$ cat src/hw/rtl/mp2d_pkg.sv
// ----------------------------------------------------------------------------
// mp2d_pkg
// shared types and constants of the 2-d max pooling stream block
// ----------------------------------------------------------------------------
`timescale 1ns / 1ps

package mp2d_pkg;

  localparam int SAMPLE_BITS     = 16;
  localparam int MAX_POOL        = 8;
  localparam int MAX_PLANE_WIDTH = 16;
  localparam int STORE_DEPTH     = MAX_POOL * MAX_PLANE_WIDTH;
  localparam int STORE_AW        = $clog2(STORE_DEPTH);

  localparam logic signed [SAMPLE_BITS-1:0] PAD_VALUE = {1'b1, {(SAMPLE_BITS-1){1'b0}}};

  // configuration register indexes
  localparam logic [2:0] REG_POOL_H   = 3'd0;
  localparam logic [2:0] REG_POOL_W   = 3'd1;
  localparam logic [2:0] REG_STRIDE_H = 3'd2;
  localparam logic [2:0] REG_STRIDE_W = 3'd3;
  localparam logic [2:0] REG_PAD_H    = 3'd4;
  localparam logic [2:0] REG_PAD_W    = 3'd5;
  localparam logic [2:0] REG_PLANE_H  = 3'd6;
  localparam logic [2:0] REG_PLANE_W  = 3'd7;

  typedef struct packed {
    logic signed [SAMPLE_BITS-1:0] sample;
    logic                          plane_start;
  } in_item_t;

  typedef struct packed {
    logic signed [SAMPLE_BITS-1:0] win_max;
    logic [10:0]                   out_row;
    logic [4:0]                    out_col;
    logic                          run_last;
    logic                          plane_last;
  } out_item_t;

  // divider jobs: last output row, last output column, row range, column range
  typedef enum logic [1:0] {
    JOB_OHL,
    JOB_OWL,
    JOB_ROW,
    JOB_COL
  } div_job_t;

  typedef struct packed {
    logic     accept;
    logic     div_start;
    div_job_t job;
    logic     base;
    logic     issue;
    logic     emit;
    logic     next_col;
    logic     next_row;
  } cmd_t;

  typedef struct packed {
    logic div_last;
    logic geo_ok;
    logic row_hit;
    logic empty;
    logic elem_last;
    logic col_last;
    logic row_last;
    logic out_free;
  } sts_t;

endpackage

$ cat src/hw/rtl/mp2d_ctrl.sv
// ----------------------------------------------------------------------------
// mp2d_ctrl
// sequencer: takes an item, runs the range divisions, walks the windows
// ----------------------------------------------------------------------------
`timescale 1ns / 1ps

module mp2d_ctrl (
  input  logic           clk,
  input  logic           rst_n,
  input  logic           in_valid,
  output logic           in_stall,
  input  mp2d_pkg::sts_t sts,
  output mp2d_pkg::cmd_t cmd
);

  typedef enum logic [2:0] {
    S_IDLE,
    S_PLAN,
    S_DRUN,
    S_RANGE,
    S_WIN,
    S_DRAIN,
    S_EMIT
  } state_t;

  state_t             state_r, state_nxt;
  mp2d_pkg::div_job_t job_r, job_nxt;

  always_comb begin
    state_nxt = state_r;
    job_nxt   = job_r;
    cmd       = '0;
    cmd.job   = job_r;
    case (state_r)
      S_IDLE: begin
        if (in_valid) begin
          cmd.accept = 1'b1;
          state_nxt  = S_PLAN;
        end
      end
      S_PLAN: begin
        if (!sts.geo_ok) begin
          job_nxt = mp2d_pkg::JOB_OHL;
        end else if (!sts.row_hit) begin
          job_nxt = mp2d_pkg::JOB_ROW;
        end else begin
          job_nxt = mp2d_pkg::JOB_COL;
        end
        cmd.div_start = 1'b1;
        cmd.job       = job_nxt;
        state_nxt     = S_DRUN;
      end
      S_DRUN: begin
        if (sts.div_last) begin
          case (job_r)
            mp2d_pkg::JOB_OHL: job_nxt = mp2d_pkg::JOB_OWL;
            mp2d_pkg::JOB_OWL: job_nxt = mp2d_pkg::JOB_ROW;
            mp2d_pkg::JOB_ROW: job_nxt = mp2d_pkg::JOB_COL;
            default:           job_nxt = job_r;
          endcase
          if (job_r == mp2d_pkg::JOB_COL) begin
            state_nxt = S_RANGE;
          end else begin
            cmd.div_start = 1'b1;
            cmd.job       = job_nxt;
          end
        end
      end
      S_RANGE: begin
        if (sts.empty) begin
          state_nxt = S_IDLE;
        end else begin
          cmd.base  = 1'b1;
          state_nxt = S_WIN;
        end
      end
      S_WIN: begin
        cmd.issue = 1'b1;
        if (sts.elem_last) begin
          state_nxt = S_DRAIN;
        end
      end
      S_DRAIN: begin
        state_nxt = S_EMIT;
      end
      S_EMIT: begin
        if (sts.out_free) begin
          cmd.emit = 1'b1;
          if (!sts.col_last) begin
            cmd.next_col = 1'b1;
            state_nxt    = S_WIN;
          end else if (!sts.row_last) begin
            cmd.next_row = 1'b1;
            state_nxt    = S_WIN;
          end else begin
            state_nxt = S_IDLE;
          end
        end
      end
      default: begin
        state_nxt = S_IDLE;
      end
    endcase
  end

  always_ff @(posedge clk) begin
    if (!rst_n) begin
      state_r <= S_IDLE;
      job_r   <= mp2d_pkg::JOB_OHL;
    end else begin
      state_r <= state_nxt;
      job_r   <= job_nxt;
    end
  end

  assign in_stall = (state_r != S_IDLE);

endmodule

$ cat src/hw/rtl/mp2d_dp.sv
// ----------------------------------------------------------------------------
// mp2d_dp
// datapath: config registers, counters, line store, divider, window max
// ----------------------------------------------------------------------------
`timescale 1ns / 1ps

module mp2d_dp (
  input  logic                clk,
  input  logic                rst_n,
  input  logic                cfg_we,
  input  logic [2:0]          cfg_index,
  input  logic [10:0]         cfg_wdata,
  input  mp2d_pkg::in_item_t  in_data,
  output logic                out_valid,
  input  logic                out_stall,
  output mp2d_pkg::out_item_t out_data,
  input  mp2d_pkg::cmd_t      cmd,
  output mp2d_pkg::sts_t      sts
);

  // raw configuration
  logic [3:0]  kh_raw_r, kw_raw_r, sh_raw_r, sw_raw_r;
  logic [1:0]  ph_raw_r, pw_raw_r;
  logic [10:0] h_raw_r;
  logic [4:0]  w_raw_r;

  // effective configuration
  logic [3:0]  kh, kw, sh, sw;
  logic [1:0]  ph, pw;
  logic [10:0] h;
  logic [4:0]  w;

  always_comb begin
    kh = (kh_raw_r == 4'd0) ? 4'd1 : ((kh_raw_r > 4'd8) ? 4'd8 : kh_raw_r);
    kw = (kw_raw_r == 4'd0) ? 4'd1 : ((kw_raw_r > 4'd8) ? 4'd8 : kw_raw_r);
    sh = (sh_raw_r == 4'd0) ? 4'd1 : sh_raw_r;
    sw = (sw_raw_r == 4'd0) ? 4'd1 : sw_raw_r;
    ph = (ph_raw_r == 2'd3) ? 2'd2 : ph_raw_r;
    pw = (pw_raw_r == 2'd3) ? 2'd2 : pw_raw_r;
    h  = (h_raw_r == 11'd0) ? 11'd1 : ((h_raw_r > 11'd1024) ? 11'd1024 : h_raw_r);
    w  = (w_raw_r == 5'd0) ? 5'd1 : ((w_raw_r > 5'd16) ? 5'd16 : w_raw_r);
  end

  // position counters and the latched position of the current item
  logic [9:0]  row_cnt_r;
  logic [4:0]  col_cnt_r;
  logic [9:0]  r_r;
  logic [3:0]  c_r;
  logic        restart;
  logic [9:0]  r_now;
  logic [3:0]  c_now;
  logic [4:0]  c_inc;
  logic [10:0] r_inc;

  assign restart = in_data.plane_start || ({1'b0, row_cnt_r} >= h) || (col_cnt_r >= w);
  assign r_now   = restart ? 10'd0 : row_cnt_r;
  assign c_now   = restart ? 4'd0 : col_cnt_r[3:0];
  assign c_inc   = {1'b0, c_now} + 5'd1;
  assign r_inc   = {1'b0, r_now} + 11'd1;

  // line store
  logic signed [15:0] mem [mp2d_pkg::STORE_DEPTH];
  logic signed [15:0] mem_q_r;
  logic [mp2d_pkg::STORE_AW-1:0] rd_addr;

  // numerators of the four divisions
  logic signed [11:0] n_ohl, n_row, n_sel_start, n_sel_fin;
  logic signed [6:0]  n_owl, n_col;

  assign n_ohl = $signed({1'b0, h}) + $signed({9'b0, ph, 1'b0}) - $signed({8'b0, kh});
  assign n_row = $signed({2'b0, r_r}) + 12'sd1 + $signed({10'b0, ph})
               - $signed({8'b0, kh});
  assign n_owl = $signed({2'b0, w}) + $signed({4'b0, pw, 1'b0}) - $signed({3'b0, kw});
  assign n_col = $signed({3'b0, c_r}) + 7'sd1 + $signed({5'b0, pw})
               - $signed({3'b0, kw});

  // divider: one quotient bit per cycle
  logic               dv_busy_r;
  mp2d_pkg::div_job_t dj_r;
  logic [10:0]        dv_num_r;
  logic [3:0]         dv_den_r;
  logic [3:0]         dv_k_r;
  logic [10:0]        dv_q_r;
  logic [3:0]         dv_rem_r;
  logic [4:0]         dv_t;
  logic               dv_ge;
  logic [3:0]         rem_step;
  logic [10:0]        q_step;
  logic [10:0]        q_ceil;
  logic               dv_last;
  logic               neg_fin;

  always_comb begin
    case (cmd.job)
      mp2d_pkg::JOB_OHL: n_sel_start = n_ohl;
      mp2d_pkg::JOB_OWL: n_sel_start = 12'(n_owl);
      mp2d_pkg::JOB_ROW: n_sel_start = n_row;
      default:           n_sel_start = 12'(n_col);
    endcase
    case (dj_r)
      mp2d_pkg::JOB_OHL: n_sel_fin = n_ohl;
      mp2d_pkg::JOB_OWL: n_sel_fin = 12'(n_owl);
      mp2d_pkg::JOB_ROW: n_sel_fin = n_row;
      default:           n_sel_fin = 12'(n_col);
    endcase
  end

  always_comb begin
    dv_t     = {dv_rem_r, dv_num_r[dv_k_r]};
    dv_ge    = (dv_t >= {1'b0, dv_den_r});
    rem_step = dv_ge ? 4'(dv_t - {1'b0, dv_den_r}) : dv_t[3:0];
    q_step   = dv_q_r;
    q_step[dv_k_r] = dv_ge;
    q_ceil   = q_step + {10'b0, (rem_step != 4'd0)};
    dv_last  = dv_busy_r && (dv_k_r == 4'd0);
    neg_fin  = n_sel_fin[11];
  end

  // stored division results
  logic        geo_ok_r, rowc_ok_r;
  logic [9:0]  rowc_r;
  logic [10:0] ohl_r, rfl_r, rcl_r;
  logic        ohl_neg_r, rneg_r;
  logic [4:0]  owl_r, cfl_r, ccl_r;
  logic        owl_neg_r, cneg_r;

  // window ranges
  logic        r_bottom, c_right;
  logic [10:0] lo_h, hi_h, hi_h_eff;
  logic [4:0]  lo_w, hi_w, hi_w_eff;
  logic        hneg, wneg;

  always_comb begin
    r_bottom = ({1'b0, r_r} == (h - 11'd1));
    c_right  = ({1'b0, c_r} == (w - 5'd1));
    lo_h     = (r_r == 10'd0) ? 11'd0 : rcl_r;
    hi_h     = r_bottom ? ohl_r : rfl_r;
    hneg     = r_bottom ? 1'b0 : rneg_r;
    hi_h_eff = (hi_h > ohl_r) ? ohl_r : hi_h;
    lo_w     = (c_r == 4'd0) ? 5'd0 : ccl_r;
    hi_w     = c_right ? owl_r : cfl_r;
    wneg     = c_right ? 1'b0 : cneg_r;
    hi_w_eff = (hi_w > owl_r) ? owl_r : hi_w;
  end

  // window walk
  logic [10:0]        oh_r;
  logic [4:0]         ow_r;
  logic [2:0]         i_r, j_r;
  logic signed [11:0] rb_r;
  logic signed [6:0]  cb_r;
  logic signed [15:0] acc_r;
  logic               rd_v_r, rd_pad_r;
  logic [14:0]        prod_h;
  logic [8:0]         prod_w;
  logic signed [11:0] rb_lo;
  logic signed [6:0]  cb_lo;
  logic signed [11:0] rr;
  logic signed [6:0]  cc;
  logic               rr_ok, cc_ok;
  logic               j_end;
  logic signed [15:0] rd_val;

  always_comb begin
    prod_h = lo_h * sh;
    prod_w = lo_w * sw;
    rb_lo  = $signed({1'b0, prod_h[10:0]}) - $signed({10'b0, ph});
    cb_lo  = $signed({1'b0, prod_w[5:0]}) - $signed({5'b0, pw});
    rr     = rb_r + $signed({9'b0, i_r});
    cc     = cb_r + $signed({4'b0, j_r});
    rr_ok  = !rr[11] && (rr[10:0] < h);
    cc_ok  = !cc[6] && ({1'b0, cc[5:0]} < {2'b0, w});
    rd_addr = {rr[2:0], cc[3:0]};
    j_end  = ({1'b0, j_r} == (kw - 4'd1));
    rd_val = rd_pad_r ? mp2d_pkg::PAD_VALUE : mem_q_r;
  end

  // output register
  logic                out_valid_r;
  mp2d_pkg::out_item_t out_data_r;

  always_ff @(posedge clk) begin
    if (cmd.accept) begin
      mem[{r_now[2:0], c_now}] <= in_data.sample;
    end
    if (cmd.issue) begin
      mem_q_r <= mem[rd_addr];
    end
  end

  always_ff @(posedge clk) begin
    if (!rst_n) begin
      kh_raw_r    <= 4'd2;
      kw_raw_r    <= 4'd2;
      sh_raw_r    <= 4'd2;
      sw_raw_r    <= 4'd2;
      ph_raw_r    <= 2'd0;
      pw_raw_r    <= 2'd0;
      h_raw_r     <= 11'd16;
      w_raw_r     <= 5'd16;
      row_cnt_r   <= 10'd0;
      col_cnt_r   <= 5'd0;
      dv_busy_r   <= 1'b0;
      geo_ok_r    <= 1'b0;
      rowc_ok_r   <= 1'b0;
      rd_v_r      <= 1'b0;
      out_valid_r <= 1'b0;
    end else begin
      if (cfg_we) begin
        geo_ok_r  <= 1'b0;
        rowc_ok_r <= 1'b0;
        case (cfg_index)
          mp2d_pkg::REG_POOL_H:   kh_raw_r <= cfg_wdata[3:0];
          mp2d_pkg::REG_POOL_W:   kw_raw_r <= cfg_wdata[3:0];
          mp2d_pkg::REG_STRIDE_H: sh_raw_r <= cfg_wdata[3:0];
          mp2d_pkg::REG_STRIDE_W: sw_raw_r <= cfg_wdata[3:0];
          mp2d_pkg::REG_PAD_H:    ph_raw_r <= cfg_wdata[1:0];
          mp2d_pkg::REG_PAD_W:    pw_raw_r <= cfg_wdata[1:0];
          mp2d_pkg::REG_PLANE_H:  h_raw_r  <= cfg_wdata;
          mp2d_pkg::REG_PLANE_W:  w_raw_r  <= cfg_wdata[4:0];
          default:                h_raw_r  <= h_raw_r;
        endcase
      end

      if (cmd.accept) begin
        r_r <= r_now;
        c_r <= c_now;
        if (c_inc >= w) begin
          col_cnt_r <= 5'd0;
          row_cnt_r <= (r_inc >= h) ? 10'd0 : r_inc[9:0];
        end else begin
          col_cnt_r <= c_inc;
          row_cnt_r <= r_now;
        end
      end

      // each divider step updates remainder and quotient; the finishing step stores the result of the running job
      if (dv_busy_r) begin
        dv_rem_r <= rem_step;
        dv_q_r   <= q_step;
        dv_k_r   <= dv_k_r - 4'd1;
        if (dv_last) begin
          dv_busy_r <= 1'b0;
          case (dj_r)
            mp2d_pkg::JOB_OHL: begin
              ohl_r     <= q_step;
              ohl_neg_r <= neg_fin;
            end
            mp2d_pkg::JOB_OWL: begin
              owl_r     <= q_step[4:0];
              owl_neg_r <= neg_fin;
              geo_ok_r  <= 1'b1;
            end
            mp2d_pkg::JOB_ROW: begin
              rfl_r     <= q_step;
              rcl_r     <= q_ceil;
              rneg_r    <= neg_fin;
              rowc_r    <= r_r;
              rowc_ok_r <= 1'b1;
            end
            default: begin
              cfl_r  <= q_step[4:0];
              ccl_r  <= q_ceil[4:0];
              cneg_r <= neg_fin;
            end
          endcase
        end
      end
      if (cmd.div_start) begin
        dv_busy_r <= 1'b1;
        dj_r      <= cmd.job;
        dv_num_r  <= n_sel_start[11] ? 11'd0 : n_sel_start[10:0];
        dv_den_r  <= (cmd.job == mp2d_pkg::JOB_OHL || cmd.job == mp2d_pkg::JOB_ROW) ? sh : sw;
        dv_k_r    <= (cmd.job == mp2d_pkg::JOB_OHL || cmd.job == mp2d_pkg::JOB_ROW) ?
                     4'd10 : 4'd4;
        dv_q_r    <= 11'd0;
        dv_rem_r  <= 4'd0;
      end

      // read pipeline and running maximum
      rd_v_r <= cmd.issue;
      if (cmd.issue) begin
        rd_pad_r <= !(rr_ok && cc_ok);
        if (j_end) begin
          j_r <= 3'd0;
          i_r <= i_r + 3'd1;
        end else begin
          j_r <= j_r + 3'd1;
        end
      end
      if (rd_v_r && (rd_val > acc_r)) begin
        acc_r <= rd_val;
      end

      if (cmd.base || cmd.next_col || cmd.next_row) begin
        i_r   <= 3'd0;
        j_r   <= 3'd0;
        acc_r <= mp2d_pkg::PAD_VALUE;
      end
      if (cmd.base) begin
        oh_r <= lo_h;
        ow_r <= lo_w;
        rb_r <= rb_lo;
        cb_r <= cb_lo;
      end
      if (cmd.next_col) begin
        ow_r <= ow_r + 5'd1;
        cb_r <= cb_r + $signed({3'b0, sw});
      end
      if (cmd.next_row) begin
        oh_r <= oh_r + 11'd1;
        rb_r <= rb_r + $signed({8'b0, sh});
        ow_r <= lo_w;
        cb_r <= cb_lo;
      end

      if (cmd.emit) begin
        out_valid_r           <= 1'b1;
        out_data_r.win_max    <= acc_r;
        out_data_r.out_row    <= oh_r;
        out_data_r.out_col    <= ow_r;
        out_data_r.run_last   <= (ow_r == hi_w_eff) && (oh_r == hi_h_eff);
        out_data_r.plane_last <= (ow_r == owl_r) && (oh_r == ohl_r);
      end else if (!out_stall) begin
        out_valid_r <= 1'b0;
      end
    end
  end

  assign out_valid = out_valid_r;
  assign out_data  = out_data_r;

  always_comb begin
    sts.div_last  = dv_last;
    sts.geo_ok    = geo_ok_r;
    sts.row_hit   = rowc_ok_r && (rowc_r == r_r);
    sts.empty     = ohl_neg_r || owl_neg_r || hneg || wneg
                  || (lo_h > hi_h_eff) || (lo_w > hi_w_eff);
    sts.elem_last = ({1'b0, i_r} == (kh - 4'd1)) && j_end;
    sts.col_last  = (ow_r == hi_w_eff);
    sts.row_last  = (oh_r == hi_h_eff);
    sts.out_free  = !out_valid_r || !out_stall;
  end

endmodule

$ cat src/hw/rtl/max_pool_2d_stream.sv
// ----------------------------------------------------------------------------
// max_pool_2d_stream
// 2-d max pooling with stride and padding over a raster sample stream
// ----------------------------------------------------------------------------
// channel  direction  handshake           payload
// in       input      in_valid/in_stall   in_data (sample, plane_start)
// out      output     out_valid/out_stall out_data (max, row, col, run/plane last)
// cfg      input      cfg_we              cfg_index, cfg_wdata
//
// each item runs the range divisions: the column bounds always, the row bounds
// as well when the row changes, and the output extents too after a config write
// (serial divider, one quotient bit per cycle). each window then reads its
// pool_height * pool_width elements through the single line store read port.
// reset is synchronous; the line store holds no reset value.
// out_stall holds the result register; the next item is taken while the last
// result of the previous item still waits.
`timescale 1ns / 1ps

module max_pool_2d_stream (
  input  logic                clk,
  input  logic                rst_n,
  input  logic                in_valid,
  output logic                in_stall,
  input  mp2d_pkg::in_item_t  in_data,
  output logic                out_valid,
  input  logic                out_stall,
  output mp2d_pkg::out_item_t out_data,
  input  logic                cfg_we,
  input  logic [2:0]          cfg_index,
  input  logic [10:0]         cfg_wdata
);

  mp2d_pkg::cmd_t cmd;
  mp2d_pkg::sts_t sts;

  mp2d_ctrl u_ctrl (
    .clk      (clk),
    .rst_n    (rst_n),
    .in_valid (in_valid),
    .in_stall (in_stall),
    .sts      (sts),
    .cmd      (cmd)
  );

  mp2d_dp u_dp (
    .clk       (clk),
    .rst_n     (rst_n),
    .cfg_we    (cfg_we),
    .cfg_index (cfg_index),
    .cfg_wdata (cfg_wdata),
    .in_data   (in_data),
    .out_valid (out_valid),
    .out_stall (out_stall),
    .out_data  (out_data),
    .cmd       (cmd),
    .sts       (sts)
  );

endmodule

$ cat config.mk
export PLATFORM = sky130hd
export DESIGN_NAME = max_pool_2d_stream
export DESIGN_NICKNAME = d
export VERILOG_FILES = /design/src/hw/rtl/mp2d_pkg.sv /design/src/hw/rtl/mp2d_ctrl.sv /design/src/hw/rtl/mp2d_dp.sv /design/src/hw/rtl/max_pool_2d_stream.sv
export SDC_FILE = /design/constraint.sdc
export NUM_CORES = 2
export LEC_CHECK = 0
export ABC_AREA = 0
export BUFFER_PORTS_ARGS = -buffer_cell sky130_fd_sc_hd__buf_2
export CAP_MARGIN = 20
export CORE_MARGIN = 4
export CORE_UTILIZATION = 55
export DETAILED_ROUTE_END_ITERATION = 16
export GPL_TIMING_DRIVEN = 0
export HOLD_SLACK_MARGIN = 0.15
export PLACE_DENSITY = 0.71
export SLEW_MARGIN = 20
export SYNTH_ARGS = -nofsm -noshare
export SYNTH_HDL_FRONTEND = slang
export SYNTH_SLANG_ARGS = --single-unit
$ cat constraint.sdc
create_clock -name clk -period 7.95 [get_ports clk]
set_input_delay 1.59 -clock clk [delete_from_list [all_inputs] [get_ports clk]]
set_output_delay 1.59 -clock clk [all_outputs]
set_load 0.01 [all_outputs]
# Word level (Yosys, flattened, before mapping)
# Memories as Yosys holds them, arrays and structs flattened. A register that Yosys moved wholly into a read port is not among the register bits.
# Cells that the tools add are included.
# op_classes
magnitude_cmp	18
n_mul	2
reduce_logical	74
n_mux	97
n_eq_ne	37
n_bitwise	1
n_addsub	29
# op_table
operator	n
two-way mux 11 bit	8
case mux 12 bit (3 select lines)	2
two-way mux 4 bit	13
two-way mux 3 bit	16
two-way mux 5 bit	9
AND reduction 2 bit	18
two-way mux 16 bit	2
two-way mux 10 bit	3
two-way mux 1 bit	28
zero test 4 bit	6
two-way mux 12 bit	2
subtractor 12 x 5 -> 12 bit	2
adder 10 x 1 -> 11 bit (second input constant)	2
equality test 11 bit	2
> comparator 11 bit	2
equality test 3 bit (second input constant)	7
two-way mux 7 bit	3
case mux 3 bit (7 select lines)	1
> comparator 16 bit	1
AND reduction 4 bit	4
subtractor 7 x 5 -> 7 bit	2
adder 11 x 3 -> 12 bit	1
adder 12 x 3 -> 12 bit	1
adder 12 x 4 -> 12 bit	1
63 further kinds	122
# word_totals
out_inout_bits	36
ram_bits	2048
ff_bits	265
input_bits	36
elab_cells	308
n_memories	1
# mem_list
memory	depth	width	rd	rd_ports_with_merged_regs	write_ports	line_no	rtl
u_dp.mem	128	16	1	1	1	mp2d_dp.sv:62	logic signed [15:0] mem [mp2d_pkg::STORE_DEPTH];

# Longest topological paths before layout
# logic_depth
depth_word	17
depth_mapped	36
mapped_depth_nobuf	30

# Hierarchy
# From an unflattened synthesis, not the netlist that was laid out.
# hier_totals
cells_unflattened	5036
hier_area_um2	97961.5
# by_module_without_submodules
module	cells_per_inst	instances	area_per_inst_um2	seq_area_each_um2
mp2d_dp	4986	1	97587.3	69226.4
mp2d_ctrl	50	1	374.1	100.1

# Worst setup path before layout
# No wires, ideal clock.
# synth_path
path_type	register to register
start	reg u_dp.h_raw_r[2]
end	reg u_dp.oh_r[0] (enable)
slack_ns	0.246
required_time_ns	7.539
synth_period_minus_slack_ns	7.704
path_stages_with_launch	31
path_buffers	6
arrival_ns	7.293
setup_time_ns	0.411
cell_sequence	dfxtp_1 nor2_2 a41oi_1 or2_2 ha_1 nand2b_1 o211ai_1 a211oi_1 nor4b_1 nand4b_2 clkbuf_1 clkbuf_1 o21ai_0 ha_1 a211oi_1 nand2_1 o21ai_0 o211a_1 nor2_1 clkbuf_1 a21oi_1 clkbuf_1 a21oi_1 ha_1 a21o_1 a211o_1 o21ai_0 nand4_1 clkbuf_1 clkbuf_1 a21oi_1
# synth_between
elab_chain_len	15
elab_cells_between_ends	24
cone_classes	add/sub (1); order compare (3); eq/ne (2); mux (11); reduce/logical (7)
# synth_rtl
element	line_no	rtl
start: declaration	mp2d_dp.sv:24	logic [10:0] h_raw_r;
start signal: assignment	mp2d_dp.sv:219	mp2d_pkg::REG_PLANE_H: h_raw_r <= cfg_wdata;
start signal: assignment	mp2d_dp.sv:221	default: h_raw_r <= h_raw_r;
> comparator 11 bit	mp2d_dp.sv:40	h = (h_raw_r == 11'd0) ? 11'd1 : ((h_raw_r > 11'd1024) ? 11'd1024 : h_raw_r);
two-way mux 11 bit	mp2d_dp.sv:40	
two-way mux 11 bit *	mp2d_dp.sv:40	
subtractor 11 x 1 -> 11 bit *	mp2d_dp.sv:134	r_bottom = ({1'b0, r_r} == (h - 11'd1));
equality test 10 x 11 -> 1 bit *	mp2d_dp.sv:134	
two-way mux 11 bit	mp2d_dp.sv:137	hi_h = r_bottom ? ohl_r : rfl_r;
> comparator 11 bit	mp2d_dp.sv:139	hi_h_eff = (hi_h > ohl_r) ? ohl_r : hi_h;
two-way mux 11 bit	mp2d_dp.sv:139	
> comparator 11 bit or equality test 11 bit (tied branches)	mp2d_dp.sv:338, mp2d_dp.sv:341	
logical OR 1 bit or two-way mux 1 bit (tied branches)	mp2d_dp.sv:338, mp2d_ctrl.sv:92	
logical OR 1 bit or two-way mux 1 bit (tied branches)	mp2d_dp.sv:338, mp2d_ctrl.sv:89	
two-way mux 1 bit or two-way mux 3 bit (tied branches)	mp2d_ctrl.sv:70, mp2d_ctrl.sv:87	
two-way mux 1 bit or two-way mux 3 bit (tied branches)	mp2d_ctrl.sv:34	case (state_r)
nonzero test 2 bit (no line) *	--	
AND reduction 2 bit (no line) *	--	
end signal: assignment	mp2d_dp.sv:301	oh_r <= lo_h;
end signal: assignment	mp2d_dp.sv:311	oh_r <= oh_r + 11'd1;
end: declaration	mp2d_dp.sv:147	logic [10:0] oh_r;
# Mark *: on every way between the ends. The rest lies on a longest branch, timed or not.
# A chain may end at the register's enable or synchronous reset.

# Worst setup path after layout
# layout_path
start	reg u_dp.h_raw_r[5]
end	reg u_dp.oh_r[2] (enable)
# The elaborated chain is that of the path after synthesis.

==> metrics.md <==
| Metric | Value |
|---|---|
| Total core area | 0.177 sq mm |
| Met2 Usage GRT | 44.5% |
| Clk pwr share | 42.0% |
| Root Buffer | clkbuf_16 |
| Critical Path RT | 8.51 ns |
| Async S/R FF share, synth | 0% |
| Post-DR wirelength/cell | 31.9 um |
| Top_reg_cell synth | edfxtp_1 |
| Worst-Margin Slew | 1.15 ns |
| Crit Path Class | reg2reg |
| Global Route met3 Usage | 5.63% |
| GR Util All Layers | 28.3% |
| Cell Area, Synth | 0.0983 sq mm |
| Nets | 5876 |
| Pwr Density | 220 mW/mm^2 |
| Largest net degree at the start of global routing | 105 |
| Critical Path Max Stage Delay | 0.40 ns |
| Register cell area after layout | 0.0693 sq mm |
| Number of remaining DRC errors | 0 |
| Placed wire-length estimate | 182000 um |
| DR pass1 iterations | 7 |
| DP Area | 0.105 sq mm |
| FMAX | 0.135 GHz |
| Final TNS setup | 0 ns |
| Most Crowded Layer GR | met2 |
| Max capacitance violation total | 0 |
| Leakage Power | 0.0370 uW |
| Layout area overhead | 13.9% |
| Cells after Synth | 5142 |
| Antenna Violating Nets Remaining | 0 |
| Port bufs | 66 |
| Vias per cell | 6.44 |
| Fin Hold WS | 0.457 ns |
| Initial antenna violation count | 11 |
| Hold-fix buffers at CTS | 0 |
| GRT Residual Overflow | 0 |
| Status | finished, final reports clean |
| Die X | 431 um |
| Area of the multi-input gates | 0.0279 sq mm |
| CTS tree | yes |
| Register-to-register setup slack | 0.55 ns |
| Final Slew Violations | 0 |
| Clock sinks | 2329 |
| Yosys reg bits | 2329 |
| Yosys warns | 0 |
| GP Congestion | 0.903 |
| CTS buffer count | 223 |
| CP max stage cell | dfxtp_1 |
| DR vias | 52313 |
| Final WL | 260000 um |
| Final hold vios | 0 |
| Layout cells sized above 1 | 25.6% |
| Final period util | 93.1% |
| Die area | 0.186 sq mm |
| CP startpoint kind | flip-flop |
| Logic pwr share | 3.1% |
| Top cell type's share of synthesized area | 69.3% |
| Row cnt | 154 |
| Synth cell types | 86 |
| Met1 Track Usage GR | 39.0% |
| Synth top area cells | edfxtp_1 69%, mux4_2 15%, ha_1 2.6% |
| Worst-path fanout max | 14 |
| Initial DRC count | 6890 |
| CP arrival | 7.96 ns |
| Peak supply drop | 0.215 mV |
| Slew margin rel. | 22.4% |
| Cell area after layout | 0.112 sq mm |
| Setup crit end kind | flip-flop |
| Tmin final | 7.40 ns |
| Initial Util | 55.6% |
| Area leader, netlist | edfxtp_1 |
| Syn Area/Cell | 19.1 sq um |
| Number of flops mapped to enable cells by yosys | 2268 |
| I/O Pins | 72 |
| Syn Nets | 5418 |
| Fill cell count | 11917 |
| Clock Tree Buf Depth | 3 |
| Worst skew pair latency | 0.89 ns |
| Fin util | 63.3% |
| First-pass GRT wire length | 374000 um |
| CTS clk-pin slew, worst paths | 0.06 ns |
| Synth cell count leaders | 2268 x edfxtp_1, 672 x mux4_2, 304 x nor2_1 |
| Int Pwr | 19400 uW |
| Clk_skew | 0.0562 ns |
| Hold Crit Class | reg2reg |
| Max H-tree Level | 4 |
| Most common cell in the synthesized netlist | edfxtp_1 |
| Sw frac | 21.1% |
| Setup violators final | 0 |
| Register share of total power | 54.8% |
| Die height | 431 um |
| Seq/Total Area, Yosys | 70.5% |
| Vias in the first global route | 51889 |
| NetSw | 5210 uW |
-- cell type report --
type	instances	share of cell area [%]
Sequential cell	2329	61.9
Tap cell	2340	2.61
Clock inverter	140	1.26
Multi-Input combinational cell	2381	24.9
Buffer	246	0.928
Antenna cell	3	0.00670
Timing Repair Buffer	233	2.62
Inverter	186	0.626
Clock buffer	270	5.14
-- power by group through the flow --
stage / combinational (uW) / clock [uW] / sequential (uW)
finish: 771 / 10400 / 13500
floorplan: 357 / 0 / 13800
global route: 834 / 11000 / 13500
CTS: 766 / 10500 / 13500
detailed placement: 754 / 0 / 13800
global placement: 681 / 0 / 13800
-- metrics by stage --
stage | power [uW] | std cells | worst slack [ns]
after floorplan | 14100 | 5142 | 0.246
after global placement | 14500 | 7548 | -3.55
after detailed placement | 14500 | 7702 | -2.25
after CTS | 24800 | 8119 | 0.0643
after global routing | 25400 | 8125 | -0.0113
final | 24700 | 8128 | 0.546
-- logic make-up (layout without fill, tap and decap cells) --
family / Yosys count / in the layout / synth area share (%)
multiplexers: 754 / 754 / 16.3
other: 0 / 3 / 0
buffers and inverters: 432 / 1075 / 1.68
flip-flops: 2329 / 2329 / 70.5
AO/OA/AOI/OAI: 373 / 373 / 2.50
adder cells (fa/ha/maj): 240 / 240 / 3.33
AND/OR/NAND/NOR: 823 / 823 / 4.02
XOR/XNOR: 191 / 191 / 1.70
-- routing by layer --
layer  share of wire [%]  routed length (um)
met4                 5.0               12900
met1                  38               98000
met3                 9.4               24300
met2                  48              124000
met5               0.010                  27
-- cells in the final DEF, fill, tap and decap left out, types with 27 or more instances in the layout --
| cell type | count |
|---|---|
| xor2_1 | 76 |
| o21ai_0 | 69 |
| nor2b_1 | 46 |
| mux2i_1 | 58 |
| mux4_2 | 672 |
| nand4_1 | 35 |
| nand2_1 | 172 |
| clkbuf_16 | 223 |
| inv_1 | 180 |
| buf_1 | 40 |
| buf_6 | 92 |
| clkinv_2 | 40 |
| clkbuf_1 | 191 |
| nor2_1 | 173 |
| buf_2 | 65 |
| xnor2_1 | 115 |
| ha_1 | 203 |
| edfxtp_1 | 2268 |
| nor2_2 | 118 |
| buf_8 | 52 |
| nand2b_1 | 29 |
| nand3_1 | 69 |
| a21o_1 | 50 |
| a21oi_1 | 105 |
| fa_1 | 36 |
| nor3_1 | 34 |
| buf_16 | 27 |
| clkinv_1 | 53 |
| dfxtp_1 | 61 |
| clkbuf_2 | 39 |
-- registers in the layout (all words and copies together) (netlist names), 5 cells and up --
register / count
u_dp.acc_r: 16
u_dp.cb_r: 7
u_dp.ccl_r: 5
u_dp.cfl_r: 5
u_dp.col_cnt_r: 5
u_dp.dv_num_r: 11
u_dp.dv_q_r: 11
u_dp.h_raw_r: 11
u_dp.mem: 2048
u_dp.mem_q_r: 16
u_dp.oh_r: 11
u_dp.ohl_r: 11
u_dp.out_data: 34
u_dp.ow_r: 5
u_dp.owl_r: 5
u_dp.r_r: 10
u_dp.rb_r: 12
u_dp.rcl_r: 11
u_dp.rfl_r: 11
u_dp.row_cnt_r: 10
u_dp.rowc_r: 10
u_dp.w_raw_r: 5
-- timing repair --
| action | 4_1_cts | 5_1_grt |
|---|---|---|
| pin swaps | 5 | 3 |
| setup endpoints to repair | 80 | 80 |
| setup buffers | 7 | 2 |
| gates resized for setup | 25 | 22 |
-- path summary, 6_finish.rpt --
check,startpoint,to,depth (start not counted)
min,u_dp.r_r[3],u_dp.rowc_r[3],0
max reg2reg,u_dp.h_raw_r[5],u_dp.oh_r[2],36
min reg2reg,u_dp.r_r[3],u_dp.rowc_r[3],0
max,u_dp.h_raw_r[5],u_dp.oh_r[2],36
-- worst max-delay path, delay by kind of cell, from the launching register on --
family                   cells  cell delay [ns]
adder cells (fa/ha/maj)      3             0.73
flip-flops                   1             0.40
AO/OA/AOI/OAI               15             2.62
AND/OR/NAND/NOR             10             1.63
buffers and inverters        8             1.70
Power figures use the tool's default switching activity.
